===== config.mk =====
export PLATFORM = sky130hd
export DESIGN_NAME = relation_property_checker_unit
export DESIGN_NICKNAME = d
export VERILOG_FILES = /design/src/sv/rpc_pkg.sv /design/src/sv/rpc_front.sv /design/src/sv/rpc_cmd_fifo.sv /design/src/sv/rpc_back.sv /design/src/sv/relation_property_checker_unit.sv
export SDC_FILE = /design/constraint.sdc
export NUM_CORES = 1
export LEC_CHECK = 0
export BUFFER_PORTS_ARGS = -buffer_cell sky130_fd_sc_hd__buf_2
export CORE_ASPECT_RATIO = 2
export CORE_UTILIZATION = 55
export DETAILED_ROUTE_END_ITERATION = 16
export PLACE_DENSITY = 0.72
export SYNTH_ARGS = -nofsm -noshare
export SYNTH_HDL_FRONTEND = slang
export SYNTH_SLANG_ARGS = --single-unit
export TNS_END_PERCENT = 50

===== constraint.sdc =====
create_clock -name clk_i -period 2.9 [get_ports clk_i]
set_input_delay 0.87 -clock clk_i [delete_from_list [all_inputs] [get_ports clk_i]]
set_output_delay 0.87 -clock clk_i [all_outputs]
set_load 0.01 [all_outputs]

===== src/sv/rpc_pkg.sv =====
`timescale 1ns / 1ps
// ----------------------------------------------------------------------------
// rpc_pkg: shared types and constants of the relation property checker
// Beat layouts, operation codes, decoded commands and back-end states.
// ----------------------------------------------------------------------------
package rpc_pkg;

  // Field widths of the beats
  localparam int unsigned OP_W       = 3;
  localparam int unsigned ELEM_W     = 8;
  localparam int unsigned ROW_BITS_W = 16;
  localparam int unsigned SIZE_W     = 5;

  // Configuration port
  localparam int unsigned APB_AW     = 3;
  localparam int unsigned APB_DW     = 32;
  localparam logic        REG_SIZE   = 1'b0;   // register index, paddr[2]
  localparam logic [SIZE_W-1:0] SIZE_RESET = 5'd16;

  // Command queue depth between front and back
  localparam int unsigned CMD_DEPTH  = 2;

  // Operation codes of the input beat
  localparam logic [OP_W-1:0] OP_INSERT = 3'd0;
  localparam logic [OP_W-1:0] OP_CLEAR  = 3'd1;
  localparam logic [OP_W-1:0] OP_QUERY  = 3'd2;
  localparam logic [OP_W-1:0] OP_CLOSE  = 3'd3;
  localparam logic [OP_W-1:0] OP_READ   = 3'd4;

  typedef struct packed {
    logic [OP_W-1:0]   op;
    logic [ELEM_W-1:0] left_element;
    logic [ELEM_W-1:0] right_element;
  } in_item_t;

  typedef struct packed {
    logic                  accepted;
    logic                  is_reflexive;
    logic                  is_symmetric;
    logic                  is_antisymmetric;
    logic                  is_transitive;
    logic                  is_equivalence;
    logic                  is_partial_order;
    logic [ROW_BITS_W-1:0] row_bits;
  } out_item_t;

  // Decoded command; rejected inserts, rejected reads and unknown codes
  // all collapse to CMD_REJECT.
  typedef enum logic [2:0] {
    CMD_INSERT,
    CMD_CLEAR,
    CMD_QUERY,
    CMD_CLOSE,
    CMD_READ,
    CMD_REJECT
  } cmd_e;

  typedef struct packed {
    cmd_e              kind;
    logic [ELEM_W-1:0] row;   // element minus one
    logic [ELEM_W-1:0] col;   // element minus one
  } cmd_t;

  typedef enum logic [1:0] {
    BK_IDLE,
    BK_RD,
    BK_EX,
    BK_OUT
  } bk_state_e;

endpackage


===== src/sv/rpc_front.sv =====
`timescale 1ns / 1ps
// ----------------------------------------------------------------------------
// rpc_front: input classifier
// Range-check the elements of each beat and turn it into a command.
// ----------------------------------------------------------------------------
module rpc_front #(
  parameter int unsigned MAX_ELEMENTS = 16
) (
  input  rpc_pkg::in_item_t                    in_data_i,
  input  logic [$clog2(MAX_ELEMENTS+1)-1:0]    eff_size_i,
  output rpc_pkg::cmd_t                        cmd_o
);

  logic [rpc_pkg::ELEM_W-1:0] size_ext;
  logic                       left_ok;
  logic                       right_ok;

  assign size_ext = rpc_pkg::ELEM_W'(eff_size_i);
  assign left_ok  = (in_data_i.left_element != '0) && (in_data_i.left_element <= size_ext);
  assign right_ok = (in_data_i.right_element != '0) && (in_data_i.right_element <= size_ext);

  always_comb begin
    cmd_o.row = in_data_i.left_element - rpc_pkg::ELEM_W'(1);
    cmd_o.col = in_data_i.right_element - rpc_pkg::ELEM_W'(1);
    case (in_data_i.op)
      rpc_pkg::OP_INSERT: begin
        cmd_o.kind = (left_ok && right_ok) ? rpc_pkg::CMD_INSERT : rpc_pkg::CMD_REJECT;
      end
      rpc_pkg::OP_CLEAR: begin
        cmd_o.kind = rpc_pkg::CMD_CLEAR;
      end
      rpc_pkg::OP_QUERY: begin
        cmd_o.kind = rpc_pkg::CMD_QUERY;
      end
      rpc_pkg::OP_CLOSE: begin
        cmd_o.kind = rpc_pkg::CMD_CLOSE;
      end
      rpc_pkg::OP_READ: begin
        cmd_o.kind = left_ok ? rpc_pkg::CMD_READ : rpc_pkg::CMD_REJECT;
      end
      default: begin
        cmd_o.kind = rpc_pkg::CMD_REJECT;
      end
    endcase
  end

endmodule


===== src/sv/rpc_cmd_fifo.sv =====
`timescale 1ns / 1ps
// ----------------------------------------------------------------------------
// rpc_cmd_fifo: command queue
// Short queue that lets the classifier and the executor stall on their own.
// ----------------------------------------------------------------------------
module rpc_cmd_fifo (
  input  logic          clk_i,
  input  logic          rst_ni,
  input  logic          push_i,
  input  rpc_pkg::cmd_t push_data_i,
  output logic          full_o,
  input  logic          pop_i,
  output rpc_pkg::cmd_t pop_data_o,
  output logic          empty_o
);

  localparam int unsigned Depth = rpc_pkg::CMD_DEPTH;
  localparam int unsigned PW    = (Depth > 1) ? $clog2(Depth) : 1;
  localparam int unsigned CW    = $clog2(Depth + 1);
  localparam logic [PW-1:0] PtrLast = PW'(Depth - 1);

  rpc_pkg::cmd_t   entry_q [Depth];
  logic [PW-1:0]   wr_ptr_q, wr_ptr_d;
  logic [PW-1:0]   rd_ptr_q, rd_ptr_d;
  logic [CW-1:0]   count_q, count_d;

  assign full_o     = (count_q == CW'(Depth));
  assign empty_o    = (count_q == '0);
  assign pop_data_o = entry_q[rd_ptr_q];

  always_comb begin
    wr_ptr_d = wr_ptr_q;
    rd_ptr_d = rd_ptr_q;
    count_d  = count_q;
    if (push_i) begin
      wr_ptr_d = (wr_ptr_q == PtrLast) ? '0 : wr_ptr_q + PW'(1);
    end
    if (pop_i) begin
      rd_ptr_d = (rd_ptr_q == PtrLast) ? '0 : rd_ptr_q + PW'(1);
    end
    if (push_i && !pop_i) begin
      count_d = count_q + CW'(1);
    end else if (pop_i && !push_i) begin
      count_d = count_q - CW'(1);
    end
  end

  always_ff @(posedge clk_i or negedge rst_ni) begin
    if (!rst_ni) begin
      wr_ptr_q <= '0;
      rd_ptr_q <= '0;
      count_q  <= '0;
    end else begin
      wr_ptr_q <= wr_ptr_d;
      rd_ptr_q <= rd_ptr_d;
      count_q  <= count_d;
    end
  end

  always_ff @(posedge clk_i) begin
    if (push_i) begin
      entry_q[wr_ptr_q] <= push_data_i;
    end
  end

  a_fill_bounded: assert property (@(posedge clk_i) disable iff (!rst_ni)
    (count_q <= CW'(Depth)) && !(push_i && full_o) && !(pop_i && empty_o))
    else $error("command queue over- or underflow");

endmodule


===== src/sv/rpc_back.sv =====
`timescale 1ns / 1ps
// ----------------------------------------------------------------------------
// rpc_back: relation executor
// Hold the relation matrix and carry out one command at a time on it.
// ----------------------------------------------------------------------------
module rpc_back #(
  parameter int unsigned MAX_ELEMENTS = 16
) (
  input  logic                              clk_i,
  input  logic                              rst_ni,
  input  logic [$clog2(MAX_ELEMENTS+1)-1:0] eff_size_i,
  input  logic                              cmd_empty_i,
  input  rpc_pkg::cmd_t                     cmd_i,
  output logic                              cmd_pop_o,
  output logic                              out_valid_o,
  input  logic                              out_ready_i,
  output rpc_pkg::out_item_t                out_data_o
);

  localparam int unsigned N   = MAX_ELEMENTS;
  localparam int unsigned IW  = (N > 1) ? $clog2(N) : 1;
  localparam int unsigned SW  = $clog2(N + 1);
  localparam int unsigned RBW = (N < rpc_pkg::ROW_BITS_W) ? N : rpc_pkg::ROW_BITS_W;
  localparam logic [IW-1:0] Last = IW'(N - 1);

  rpc_pkg::bk_state_e state_q, state_d;
  rpc_pkg::cmd_t      cmd_q;

  // Matrix rows; vld_q marks rows written since the last clear
  logic [N-1:0]  mem_q [N];
  logic [N-1:0]  vld_q;
  logic [N-1:0]  rd_a_q, rd_b_q;

  logic [IW-1:0] ci_q, cj_q;
  logic          refl_q, sym_q, anti_q, trans_q;
  logic          refl_d, sym_d, anti_d, trans_d;

  logic          last_pair;
  logic          out_free;
  logic          clr_all;
  logic          rd_en;
  logic          we;
  logic          step_adv;
  logic          out_load;
  logic [IW-1:0] addr_a, addr_b, waddr;
  logic [N-1:0]  wdata;
  logic [N-1:0]  col_bit;
  rpc_pkg::out_item_t res;
  rpc_pkg::out_item_t out_q;
  logic          out_valid_q;

  assign last_pair = (ci_q == Last) && (cj_q == Last);
  assign out_free  = !out_valid_q || out_ready_i;
  assign col_bit   = N'(1) << cmd_q.col[IW-1:0];

  // Next state
  always_comb begin
    state_d = state_q;
    case (state_q)
      rpc_pkg::BK_IDLE: begin
        if (!cmd_empty_i) begin
          if (cmd_i.kind == rpc_pkg::CMD_CLEAR || cmd_i.kind == rpc_pkg::CMD_REJECT) begin
            state_d = rpc_pkg::BK_OUT;
          end else begin
            state_d = rpc_pkg::BK_RD;
          end
        end
      end
      rpc_pkg::BK_RD: begin
        state_d = rpc_pkg::BK_EX;
      end
      rpc_pkg::BK_EX: begin
        if ((cmd_q.kind == rpc_pkg::CMD_QUERY || cmd_q.kind == rpc_pkg::CMD_CLOSE)
            && !last_pair) begin
          state_d = rpc_pkg::BK_RD;
        end else begin
          state_d = rpc_pkg::BK_OUT;
        end
      end
      rpc_pkg::BK_OUT: begin
        if (out_free) begin
          state_d = rpc_pkg::BK_IDLE;
        end
      end
      default: begin
        state_d = rpc_pkg::BK_IDLE;
      end
    endcase
  end

  // Control outputs
  always_comb begin
    cmd_pop_o = (state_q == rpc_pkg::BK_IDLE) && !cmd_empty_i;
    clr_all   = cmd_pop_o && (cmd_i.kind == rpc_pkg::CMD_CLEAR);
    rd_en     = (state_q == rpc_pkg::BK_RD);
    step_adv  = (state_q == rpc_pkg::BK_EX);
    out_load  = (state_q == rpc_pkg::BK_OUT) && out_free;
    we        = 1'b0;
    waddr     = cj_q;
    wdata     = rd_a_q | rd_b_q;
    case (cmd_q.kind)
      rpc_pkg::CMD_QUERY: begin
        addr_a = ci_q;
        addr_b = cj_q;
      end
      rpc_pkg::CMD_CLOSE: begin
        addr_a = cj_q;
        addr_b = ci_q;
        we     = step_adv && rd_a_q[ci_q];
      end
      rpc_pkg::CMD_INSERT: begin
        addr_a = cmd_q.row[IW-1:0];
        addr_b = ci_q;
        we     = step_adv;
        waddr  = cmd_q.row[IW-1:0];
        wdata  = rd_a_q | col_bit;
      end
      default: begin
        addr_a = cmd_q.row[IW-1:0];
        addr_b = ci_q;
      end
    endcase
  end

  // Query flags: rows i and j of the current pair sit in rd_a_q and rd_b_q
  always_comb begin
    refl_d  = refl_q;
    sym_d   = sym_q;
    anti_d  = anti_q;
    trans_d = trans_q;
    if (step_adv && cmd_q.kind == rpc_pkg::CMD_QUERY) begin
      if ((ci_q == cj_q) && (SW'(ci_q) < eff_size_i) && !rd_a_q[ci_q]) begin
        refl_d = 1'b0;
      end
      if (rd_a_q[cj_q]) begin
        if (!rd_b_q[ci_q]) begin
          sym_d = 1'b0;
        end else if (ci_q != cj_q) begin
          anti_d = 1'b0;
        end
        if ((rd_b_q & ~rd_a_q) != '0) begin
          trans_d = 1'b0;
        end
      end
    end
  end

  always_comb begin
    res                  = '0;
    res.accepted         = (cmd_q.kind != rpc_pkg::CMD_REJECT);
    if (cmd_q.kind == rpc_pkg::CMD_QUERY) begin
      res.is_reflexive     = refl_q;
      res.is_symmetric     = sym_q;
      res.is_antisymmetric = anti_q;
      res.is_transitive    = trans_q;
      res.is_equivalence   = refl_q && sym_q && trans_q;
      res.is_partial_order = refl_q && anti_q && trans_q;
    end
    if (cmd_q.kind == rpc_pkg::CMD_READ) begin
      res.row_bits = rpc_pkg::ROW_BITS_W'(rd_a_q[RBW-1:0]);
    end
  end

  always_ff @(posedge clk_i or negedge rst_ni) begin
    if (!rst_ni) begin
      state_q     <= rpc_pkg::BK_IDLE;
      ci_q        <= '0;
      cj_q        <= '0;
      refl_q      <= 1'b1;
      sym_q       <= 1'b1;
      anti_q      <= 1'b1;
      trans_q     <= 1'b1;
      vld_q       <= '0;
      out_valid_q <= 1'b0;
    end else begin
      state_q <= state_d;
      if (cmd_pop_o) begin
        ci_q    <= '0;
        cj_q    <= '0;
        refl_q  <= 1'b1;
        sym_q   <= 1'b1;
        anti_q  <= 1'b1;
        trans_q <= 1'b1;
      end else begin
        refl_q  <= refl_d;
        sym_q   <= sym_d;
        anti_q  <= anti_d;
        trans_q <= trans_d;
        if (step_adv) begin
          if (cj_q == Last) begin
            cj_q <= '0;
            ci_q <= (ci_q == Last) ? '0 : ci_q + IW'(1);
          end else begin
            cj_q <= cj_q + IW'(1);
          end
        end
      end
      if (clr_all) begin
        vld_q <= '0;
      end else if (we) begin
        vld_q[waddr] <= 1'b1;
      end
      if (out_load) begin
        out_valid_q <= 1'b1;
      end else if (out_ready_i) begin
        out_valid_q <= 1'b0;
      end
    end
  end

  // Payload registers and the row memory
  always_ff @(posedge clk_i) begin
    if (cmd_pop_o) begin
      cmd_q <= cmd_i;
    end
    if (we) begin
      mem_q[waddr] <= wdata;
    end
    if (rd_en) begin
      rd_a_q <= vld_q[addr_a] ? mem_q[addr_a] : '0;
      rd_b_q <= vld_q[addr_b] ? mem_q[addr_b] : '0;
    end
    if (out_load) begin
      out_q <= res;
    end
  end

  assign out_valid_o = out_valid_q;
  assign out_data_o  = out_q;

  a_clear_empties: assert property (@(posedge clk_i) disable iff (!rst_ni)
    clr_all |=> (vld_q == '0))
    else $error("clear left rows marked valid");

  a_result_from_out: assert property (@(posedge clk_i) disable iff (!rst_ni)
    $rose(out_valid_q) |-> $past(state_q == rpc_pkg::BK_OUT))
    else $error("result beat raised outside the output state");

  a_counters_bounded: assert property (@(posedge clk_i) disable iff (!rst_ni)
    (ci_q <= Last) && (cj_q <= Last))
    else $error("pair counter ran past the last row");

endmodule


===== src/sv/relation_property_checker_unit.sv =====
`timescale 1ns / 1ps
// ----------------------------------------------------------------------------
// relation_property_checker_unit: binary relation store and property checker
// Bit-matrix relation with insert, clear, query, transitive closure and read.
// ----------------------------------------------------------------------------
// Each input beat is range-checked by the front end and dropped into a
// two-entry command queue, so the input keeps taking beats while the queue
// has room, also while the back end works and while a finished result waits
// in the output register. The back end runs one command at a time against a
// MAX_ELEMENTS-row matrix memory with two registered read ports and one
// write port; row valid bits make reset and clear take effect at once.
// Clear and rejected items go from idle straight to the output state; insert
// and read pass through the read and execute states first. Query and
// closure visit every row pair, each pair being read and then evaluated or
// written on the matrix memory. Results come out one per item in input
// order. size_in_use is written through the APB port at byte address 0 and
// is read back there; values above MAX_ELEMENTS act as MAX_ELEMENTS.
// ----------------------------------------------------------------------------
module relation_property_checker_unit #(
  parameter int unsigned MAX_ELEMENTS = 16
) (
  input  logic                          clk_i,
  input  logic                          rst_ni,
  // Input beats
  input  logic                          in_valid_i,
  output logic                          in_ready_o,
  input  rpc_pkg::in_item_t             in_data_i,
  // Result beats
  output logic                          out_valid_o,
  input  logic                          out_ready_i,
  output rpc_pkg::out_item_t            out_data_o,
  // Configuration port
  input  logic                          psel,
  input  logic                          penable,
  input  logic                          pwrite,
  input  logic [rpc_pkg::APB_AW-1:0]    paddr,
  input  logic [rpc_pkg::APB_DW-1:0]    pwdata,
  output logic [rpc_pkg::APB_DW-1:0]    prdata,
  output logic                          pready
);

  localparam int unsigned SW = $clog2(MAX_ELEMENTS + 1);

  logic [rpc_pkg::SIZE_W-1:0] size_q;
  logic [SW-1:0]              eff_size;
  logic                       cfg_wr;

  rpc_pkg::cmd_t              front_cmd;
  rpc_pkg::cmd_t              queue_cmd;
  logic                       queue_full;
  logic                       queue_empty;
  logic                       queue_pop;
  logic                       in_take;

  // Configuration register: write on the access cycle
  assign pready = 1'b1;
  assign cfg_wr = psel && penable && pwrite && pready && (paddr[2] == rpc_pkg::REG_SIZE);
  assign prdata = (paddr[2] == rpc_pkg::REG_SIZE) ? rpc_pkg::APB_DW'(size_q) : '0;

  always_ff @(posedge clk_i or negedge rst_ni) begin
    if (!rst_ni) begin
      size_q <= rpc_pkg::SIZE_RESET;
    end else if (cfg_wr) begin
      size_q <= pwdata[rpc_pkg::SIZE_W-1:0];
    end
  end

  // Clamp the base set to the matrix size
  always_comb begin
    if (8'(size_q) > 8'(MAX_ELEMENTS)) begin
      eff_size = SW'(MAX_ELEMENTS);
    end else begin
      eff_size = SW'(size_q);
    end
  end

  // Front end: classify and enqueue
  assign in_ready_o = !queue_full;
  assign in_take    = in_valid_i && in_ready_o;

  rpc_front #(
    .MAX_ELEMENTS (MAX_ELEMENTS)
  ) u_front (
    .in_data_i  (in_data_i),
    .eff_size_i (eff_size),
    .cmd_o      (front_cmd)
  );

  rpc_cmd_fifo u_queue (
    .clk_i       (clk_i),
    .rst_ni      (rst_ni),
    .push_i      (in_take),
    .push_data_i (front_cmd),
    .full_o      (queue_full),
    .pop_i       (queue_pop),
    .pop_data_o  (queue_cmd),
    .empty_o     (queue_empty)
  );

  // Back end: execute against the matrix and drive the result beat
  rpc_back #(
    .MAX_ELEMENTS (MAX_ELEMENTS)
  ) u_back (
    .clk_i       (clk_i),
    .rst_ni      (rst_ni),
    .eff_size_i  (eff_size),
    .cmd_empty_i (queue_empty),
    .cmd_i       (queue_cmd),
    .cmd_pop_o   (queue_pop),
    .out_valid_o (out_valid_o),
    .out_ready_i (out_ready_i),
    .out_data_o  (out_data_o)
  );

  a_size_written: assert property (@(posedge clk_i) disable iff (!rst_ni)
    cfg_wr |=> (size_q == $past(pwdata[rpc_pkg::SIZE_W-1:0])))
    else $error("size register did not take the written value");

endmodule

==> summary.md, run 1 <==
| Metric | Value |
|---|---|
| Internal power | 0.01231 W |
| DRT antenna net count | 0 |
| Post-synthesis sequential area ratio | 59.40% |
| Hold_buf cts | 0 |
| Number of synthesized flops with an enable pin | 344 |
| Synth warn | 0 |
| Largest net degree at the start of global routing | 41 |
| Worst-path fanout max | 19 |
| HPWL Detailed | 37.73 mm |
| Area Overhead vs Synth | 15.73% |
| Comb pwr share | 35.5% |
| CP Launch Type | register |
| Min cycle time layout | 2.884 ns |
| Dominant cells by area after synthesis | edfxtp_1 (54%), mux2i_1 (15%), dfrtp_1 (4.6%), o22ai_1 (2.3%), mux2_2 (2.2%) |
| Count of cell types in the netlist | 60 |
| Core Region | 0.03423 sq mm |
| R2R Setup Slk | 0.02 ns |
| Psw | 0.006467 W |
| Synth top area share | 54.12% |
| Ys flop type | edfxtp_1 |
| Sw Ratio | 34.45% |
| Final period util | 99.46% |
| Router iterations before antenna repair | 8 |
| GPL Wtd Cong | 0.9208 |
| Chip Width | 133.7 microns |
| CP required | 3.12 ns |
| # DRC | 0 |
| Sequential cell area | 0.01134 sq mm |
| Relative slew slack | 32.72% |
| Htree depth | 2 |
| WL/cell | 27.40 microns |
| Worst Setup Path Type | register to register |
| Async set-reset flop share out of synthesis | 10.42% |
| Footprint of the multi-input gates | 0.007249 sq mm |
| Worst skew pair latency | 0.54 ns |
| CP endpoint kind | register |
| Sum of negative setup slack | 0 ns |
| Synth Cell Area | 0.01909 sq mm |
| Root buffer cell | clkbuf_16 |
| Total CTS buffers | 35 |
| Clk network pwr share | 23.4% |
| Starting Density | 55.76% |
| IO Count | 119 |
| Cells after Synth | 1374 |
| Leading area contributor after synthesis | edfxtp_1 |
| Global route overflow | 0 |
| First-pass GRT wire length | 79.85 mm |
| Total GRT Usage | 31.09% |
| Post-route insts no fill | 1990 |
| CTS tree | yes |
| Proportion of layout cells with a drive suffix above 1 | 21.63% |
| Fill cells | 2507 |
| DRT iter0 DRCs | 990 |
| Worst Hold Slack | 0.4975 ns |
| Bufs on Longest Clock Path | 3 |
| Status | completed |
| Vias per inst | 6.502 |
| Placed Cells | 1927 |
| Final setup fails | 0 |
| Pleak | 9.110 nW |
| Peak Freq | 346.7 MHz |
| Worst vdd ir | 626.5 uV |
| P per Cell Area | 849.9 mW/mm^2 |
| Vias in the first global route | 13450 |
| Sequential power share | 41.1% |
| HP Class | input pin to async pin |
| Max-Cap Viols | 0 |
| Worst Skew | 0.02512 ns |
| Ant diodes | 0 |
| Routed vias | 12940 |
| CTS Sinks | 384 |
| I/O Buffers | 61 |
| Final Max Slew Viols | 0 |
| Final WL | 54.53 mm |
| Worst-margin pin slew | 1.009 ns |
| Die H | 265.5 microns |
| Initial antenna violation count | 0 |
| CTS clk-pin slew, worst paths | 0.07 ns |
| Final hold viol count | 0 |
| Crit path arrival time | 3.11 ns |
| Std-Cell Rows | 96 |
| FF+latch count, synth | 384 |
| Die area | 0.03550 sq mm |
| RSZ-0062 raised after global routing | false |
| Layout net count | 1603 |
| Avg Inst Size Synth | 13.89 sq um |
## critical path, stage by stage, from the launching register on
cell,delay (ns)
dfrtp_2,0.51
buf_4,0.20
mux2_1,0.33
mux2i_4,0.18
buf_12,0.22
buf_16,0.20
mux2i_1,0.23
mux2i_1,0.11
a22oi_2,0.24
buf_6,0.18
a32oi_1,0.15
## synthesized netlist by cell type (all sizes together) (8+ instances only)
library cell / number
a211o: 13
a21o: 11
a21oi: 12
a22oi: 18
a32oi: 16
and2: 21
buf: 79
clkbuf: 29
dfrtp: 35
edfxtp: 344
ha: 19
inv: 21
mux2: 56
mux2i: 286
mux4: 14
nand2: 74
nand2b: 13
nand3: 8
nor2: 50
nor2b: 20
nor3: 11
nor4: 28
o211ai: 33
o21a: 15
o21ai: 15
o22ai: 71
xor2: 11
## metal layers
layer | wire length [microns] | GRT usage [%] | up-vias
met1 | 17510 | 31.04 | 6425
met2 | 29480 | 57.47 | 674
met3 | 3055 | 3.964 | 239
met4 | 4481 | 23.74 | 0
met5 | 0 | 0 | -
li1 | - | - | 5601
## timing repair
| action | CTS | global route |
|---|---|---|
| resized for setup | 2 | 8 |
| setup endpoints to repair | 34 | 39 |
| pin swaps | 0 | 0 |
| hold endpoints to repair | 0 | 0 |
| setup buffers | 0 | 0 |
## path summary, 6_finish.rpt
check | start | to | cells after the start
max in group asynchronous | rst_ni | u_back.trans_q | 2
min in group clk_i | u_queue.count_q[1] | u_queue.count_q[1] | 1
max reg2reg | u_back.ci_q[0] | u_back.rd_a_q[12] | 10
min | rst_ni | size_q[3] | 1
min reg2reg | u_queue.count_q[1] | u_queue.count_q[1] | 1
max | u_back.ci_q[0] | u_back.rd_a_q[12] | 10
## power by group through the flow
stage	Clock, W	Sequential, W	Combinational, W
finish	0.00439	0.00771	0.00667
global placement	0	0.00778	0.00640
floorplan	0	0.00772	0.00410
global route	0.00460	0.00776	0.00702
CTS	0.00443	0.00769	0.00657
detailed placement	0	0.00780	0.00654
## final cells by class
class                           instances  share of cell area [%]
Sequential cell                       384                   51.33
Multi-Input combinational cell        887                   32.82
Timing Repair Buffer                  194                   8.162
Clock buffer                           47                   4.401
Tap cell                              441                   2.498
Clock inverter                         16                  0.4361
Inverter                               21                  0.3568
## cells in the final DEF, fill, tap and decap left out, types with 15 or more instances in the layout
cell	synthesis	routed
mux2_2	38	38
ha_1	19	19
o211ai_1	33	33
o22ai_1	71	71
buf_2	24	61
o21a_1	15	15
edfxtp_1	344	344
conb_1	2	28
a32oi_1	16	16
buf_12	0	38
nand2_1	72	72
nor2b_1	20	18
nor4_1	27	25
and2_1	20	20
mux2i_1	286	284
mux2_1	18	18
nor2_1	48	36
buf_4	40	93
inv_1	20	20
clkbuf_16	0	36
dfrtp_1	35	34
a22oi_1	18	17
## sequential cells by signal, indices dropped and copies added (netlist names)
name,cells
size_q,5
u_queue.count_q,2
u_back.sym_q,1
u_back.mem_q,256
u_back.state_q,2
u_back.trans_q,1
u_back.out_data_o,23
u_back.anti_q,1
u_back.rd_b_q,16
u_queue.entry_q,22
u_back.rd_a_q,16
u_back.cmd_q,11
u_queue.rd_ptr_q,1
u_back.vld_q,16
u_back.ci_q,4
u_queue.wr_ptr_q,1
u_back.refl_q,1
u_back.cj_q,4
u_back.out_valid_o,1
## through the flow
| stage | instance area, sq um | setup slack, ns | power [W] | util [%] |
|---|---|---|---|---|
| floorplan | 19180 | -0.1790 | 0.01182 | - |
| global placement | 20970 | -0.09643 | 0.01418 | 61.25 |
| detailed placement | 20970 | -0.1308 | 0.01434 | 61.25 |
| CTS | 22040 | 0.02124 | 0.01870 | 64.39 |
| global route | 22090 | 0.006649 | 0.01938 | 64.53 |
| finish | 22090 | 0.01576 | 0.01877 | 64.53 |
## kinds of logic after synthesis
family                     Yosys count  synth area share, %
DFF                                384                59.40
muxes                              356                19.95
and+or+nand+nor                    246                6.627
AOI/OAI and AO/OA                  224                8.299
buffers and inverters              129                3.796
adders and majority gates           19                1.246
xor gates and xnor gates            14               0.6424
other                                2              0.03935
Power figures use the tool's default switching activity.
==> run 2, diff against run 1 <==
--- a/config.mk
+++ b/config.mk
@@ -7,9 +7,10 @@
 export LEC_CHECK = 0
 export BUFFER_PORTS_ARGS = -buffer_cell sky130_fd_sc_hd__buf_2
 export CORE_ASPECT_RATIO = 2
-export CORE_UTILIZATION = 55
+export CORE_UTILIZATION = 47
+export CTS_CLUSTER_SIZE = 20
 export DETAILED_ROUTE_END_ITERATION = 16
-export PLACE_DENSITY = 0.72
+export PLACE_DENSITY = 0.63
 export SYNTH_ARGS = -nofsm -noshare
 export SYNTH_HDL_FRONTEND = slang
 export SYNTH_SLANG_ARGS = --single-unit
==> run 2 against run 1 <==
- via count shrank 1.3%
- first-iteration DRC count is 27% lower
- cell count increased by 6.6%
- clock power increased by 2%
- utilization down 8.5 points
- global-route usage fell by 3.2 points
- die area increased by 17%
- critical path type unchanged
==> summary.md, run 2 (synthesis gave the netlist of run 1 again) <==
| Metric | Value |
|---|---|
| Routed vias | 12770 |
| Final period util | 98.06% |
| Most flops, register | u_back.mem_q |
| Area Overhead vs Synth | 17.75% |
| Worst Skew | 0.01797 ns |
| Final setup margin | 0.05638 ns |
| DRT antenna net count | 0 |
| CTS clk-pin slew, worst paths | 0.07 ns |
| IO Count | 119 |
| Min cycle time layout | 2.844 ns |
| Htree depth | 2 |
| CTS Sinks | 384 |
| Starting Density | 47.62% |
| Max FFs per register | 256 |
| Worst Hold Slack | 0.3750 ns |
| Footprint of the multi-input gates | 0.007221 sq mm |
| Chip Width | 144.5 microns |
| Relative slew slack | 51.55% |
| Status | completed |
| Die H | 287.0 microns |
| Bufs on Longest Clock Path | 3 |
| CP endpoint kind | register |
| Std-Cell Rows | 104 |
| Worst-margin pin slew | 0.7246 ns |
| Crit path arrival time | 3.08 ns |
| WL/cell | 26.73 microns |
| DR top layer | met4 |
| HP Class | input pin to async pin |
| Total GRT Usage | 27.87% |
| First-pass GRT wire length | 81.21 mm |
| Wl on met1 | 17.73 mm |
| Worst-path fanout max | 16 |
| I/O Buffers | 61 |
| Design area | 0.02247 sq mm |
| Area after DPL | 0.02123 sq mm |
| P per Cell Area | 857.6 mW/mm^2 |
| Total CTS buffers | 34 |
| Ant diodes | 0 |
| Worst vdd ir | 484.5 uV |
| Critical path origin | u_back.cmd_q[18] |
| CTS tree | yes |
| Router iterations before antenna repair | 5 |
| DP Worst Slack | -0.04076 ns |
| Met3 wire length | 2.806 mm |
| Peak Freq | 351.7 MHz |
| Die area | 0.04147 sq mm |
| Largest net degree at the start of global routing | 55 |
| Final setup fails | 0 |
| Commonest cells after routing, fill and taps aside | edfxtp_1 (344), mux2i_1 (284), buf_4 (142), nand2_1 (72), o22ai_1 (71) |
| Proportion of layout cells with a drive suffix above 1 | 23.81% |
| Worst Setup Path Type | register to register |
| Max-Cap Viols | 0 |
| CP required | 3.14 ns |
| Hold_buf cts | 0 |
| Vias per inst | 6.020 |
| Layout net count | 1647 |
| HPWL Detailed | 39.60 mm |
| Root buffer cell | clkbuf_16 |
| Initial antenna violation count | 0 |
| Pleak | 9.309 nW |
| FF-to-FF End | u_back.rd_a_q[14] |
| Met2 wire len | 30.76 mm |
| Sequential cell area | 0.01134 sq mm |
| Reg2Reg Depth | 10 |
| Commonest non-fill, non-tap cell in the layout | edfxtp_1 |
| DRT iter0 DRCs | 719 |
| Fill cells | 3312 |
| Core Region | 0.04008 sq mm |
| Final WL | 56.71 mm |
| Worst skew pair latency | 0.54 ns |
| GPL Wtd Cong | 0.9426 |
| Final hold viol count | 0 |
| Final Max Slew Viols | 0 |
| Reg2reg start | u_back.cmd_q[18] |
| Global route overflow | 0 |
| # DRC | 0 |
| R2R Setup Slk | 0.06 ns |
| Vias in the first global route | 13300 |
| CP Launch Type | register |
-- run 2: power by group --
part / internal, W / switching, W / leakage (nW)
Combinational: 0.00301 / 0.00408 / 5.16
Clock: 0.00243 / 0.00203 / 0.530
Sequential: 0.00724 / 0.000479 / 3.62
Total: 0.0127 / 0.00659 / 9.31
-- run 2: how the worst max path moves through the flow --
stage	endpoint	slack, ns	depth (start not counted)
6_report	u_back.rd_a_q[14]	0.06	10
5_1_grt	u_back.rd_a_q[14]	-0.001	10
4_1_cts	u_back.rd_a_q[15]	0.03	8
3_5_place_dp	u_back.rd_a_q[0]	-0.04	9
3_3_place_gp	u_back.rd_a_q[0]	-0.04	9
2_1_floorplan	u_back.mem_q[0][14]	-0.18	6
-- run 2: per-layer routing --
metal  vias up  global-route usage [%]
li1       5673                       -
met5         -                       0
met1      6334                   26.11
met3       245                   3.482
met2       522                   51.84
met4         0                   24.08
-- run 2: critical path, cell delays in order (launching register included) --
cell,delay (ns)
edfxtp_1,0.44
buf_4,0.18
nor2b_1,0.10
buf_4,0.21
mux2i_4,0.27
buf_12,0.21
buf_12,0.17
mux2i_1,0.23
mux2i_1,0.09
a22oi_1,0.37
a32oi_1,0.25
-- run 2: final cells by class --
cell class | count | area share, %
flip-flops and latches | 384 | 50.45
multi-input cells | 887 | 32.13
repair buffers | 239 | 9.342
clock buffers | 41 | 4.231
well taps | 530 | 2.951
clock inverters | 20 | 0.5456
inverters | 21 | 0.3507
-- run 2: what timing repair did --
action                                 4_1_cts  5_1_grt
gates resized for setup                      3        1
endpoints found under the hold margin        0        0
pin swaps                                    0        2
gates cloned                                 0        0
setup endpoints to repair                   16       18
buffers inserted                             0       18
-- run 2: metrics by stage --
step	setup TNS (ns)	util, %	std cells	power [W]
after detailed placement	-0.05516	52.98	2043	0.01460
after CTS	0	55.69	2104	0.01905
final	0	56.08	2122	0.01927
after global routing	-0.001648	56.08	2122	0.01998
after floorplan	-8.592	-	1400	0.01182
after global placement	-0.07527	52.98	2043	0.01450
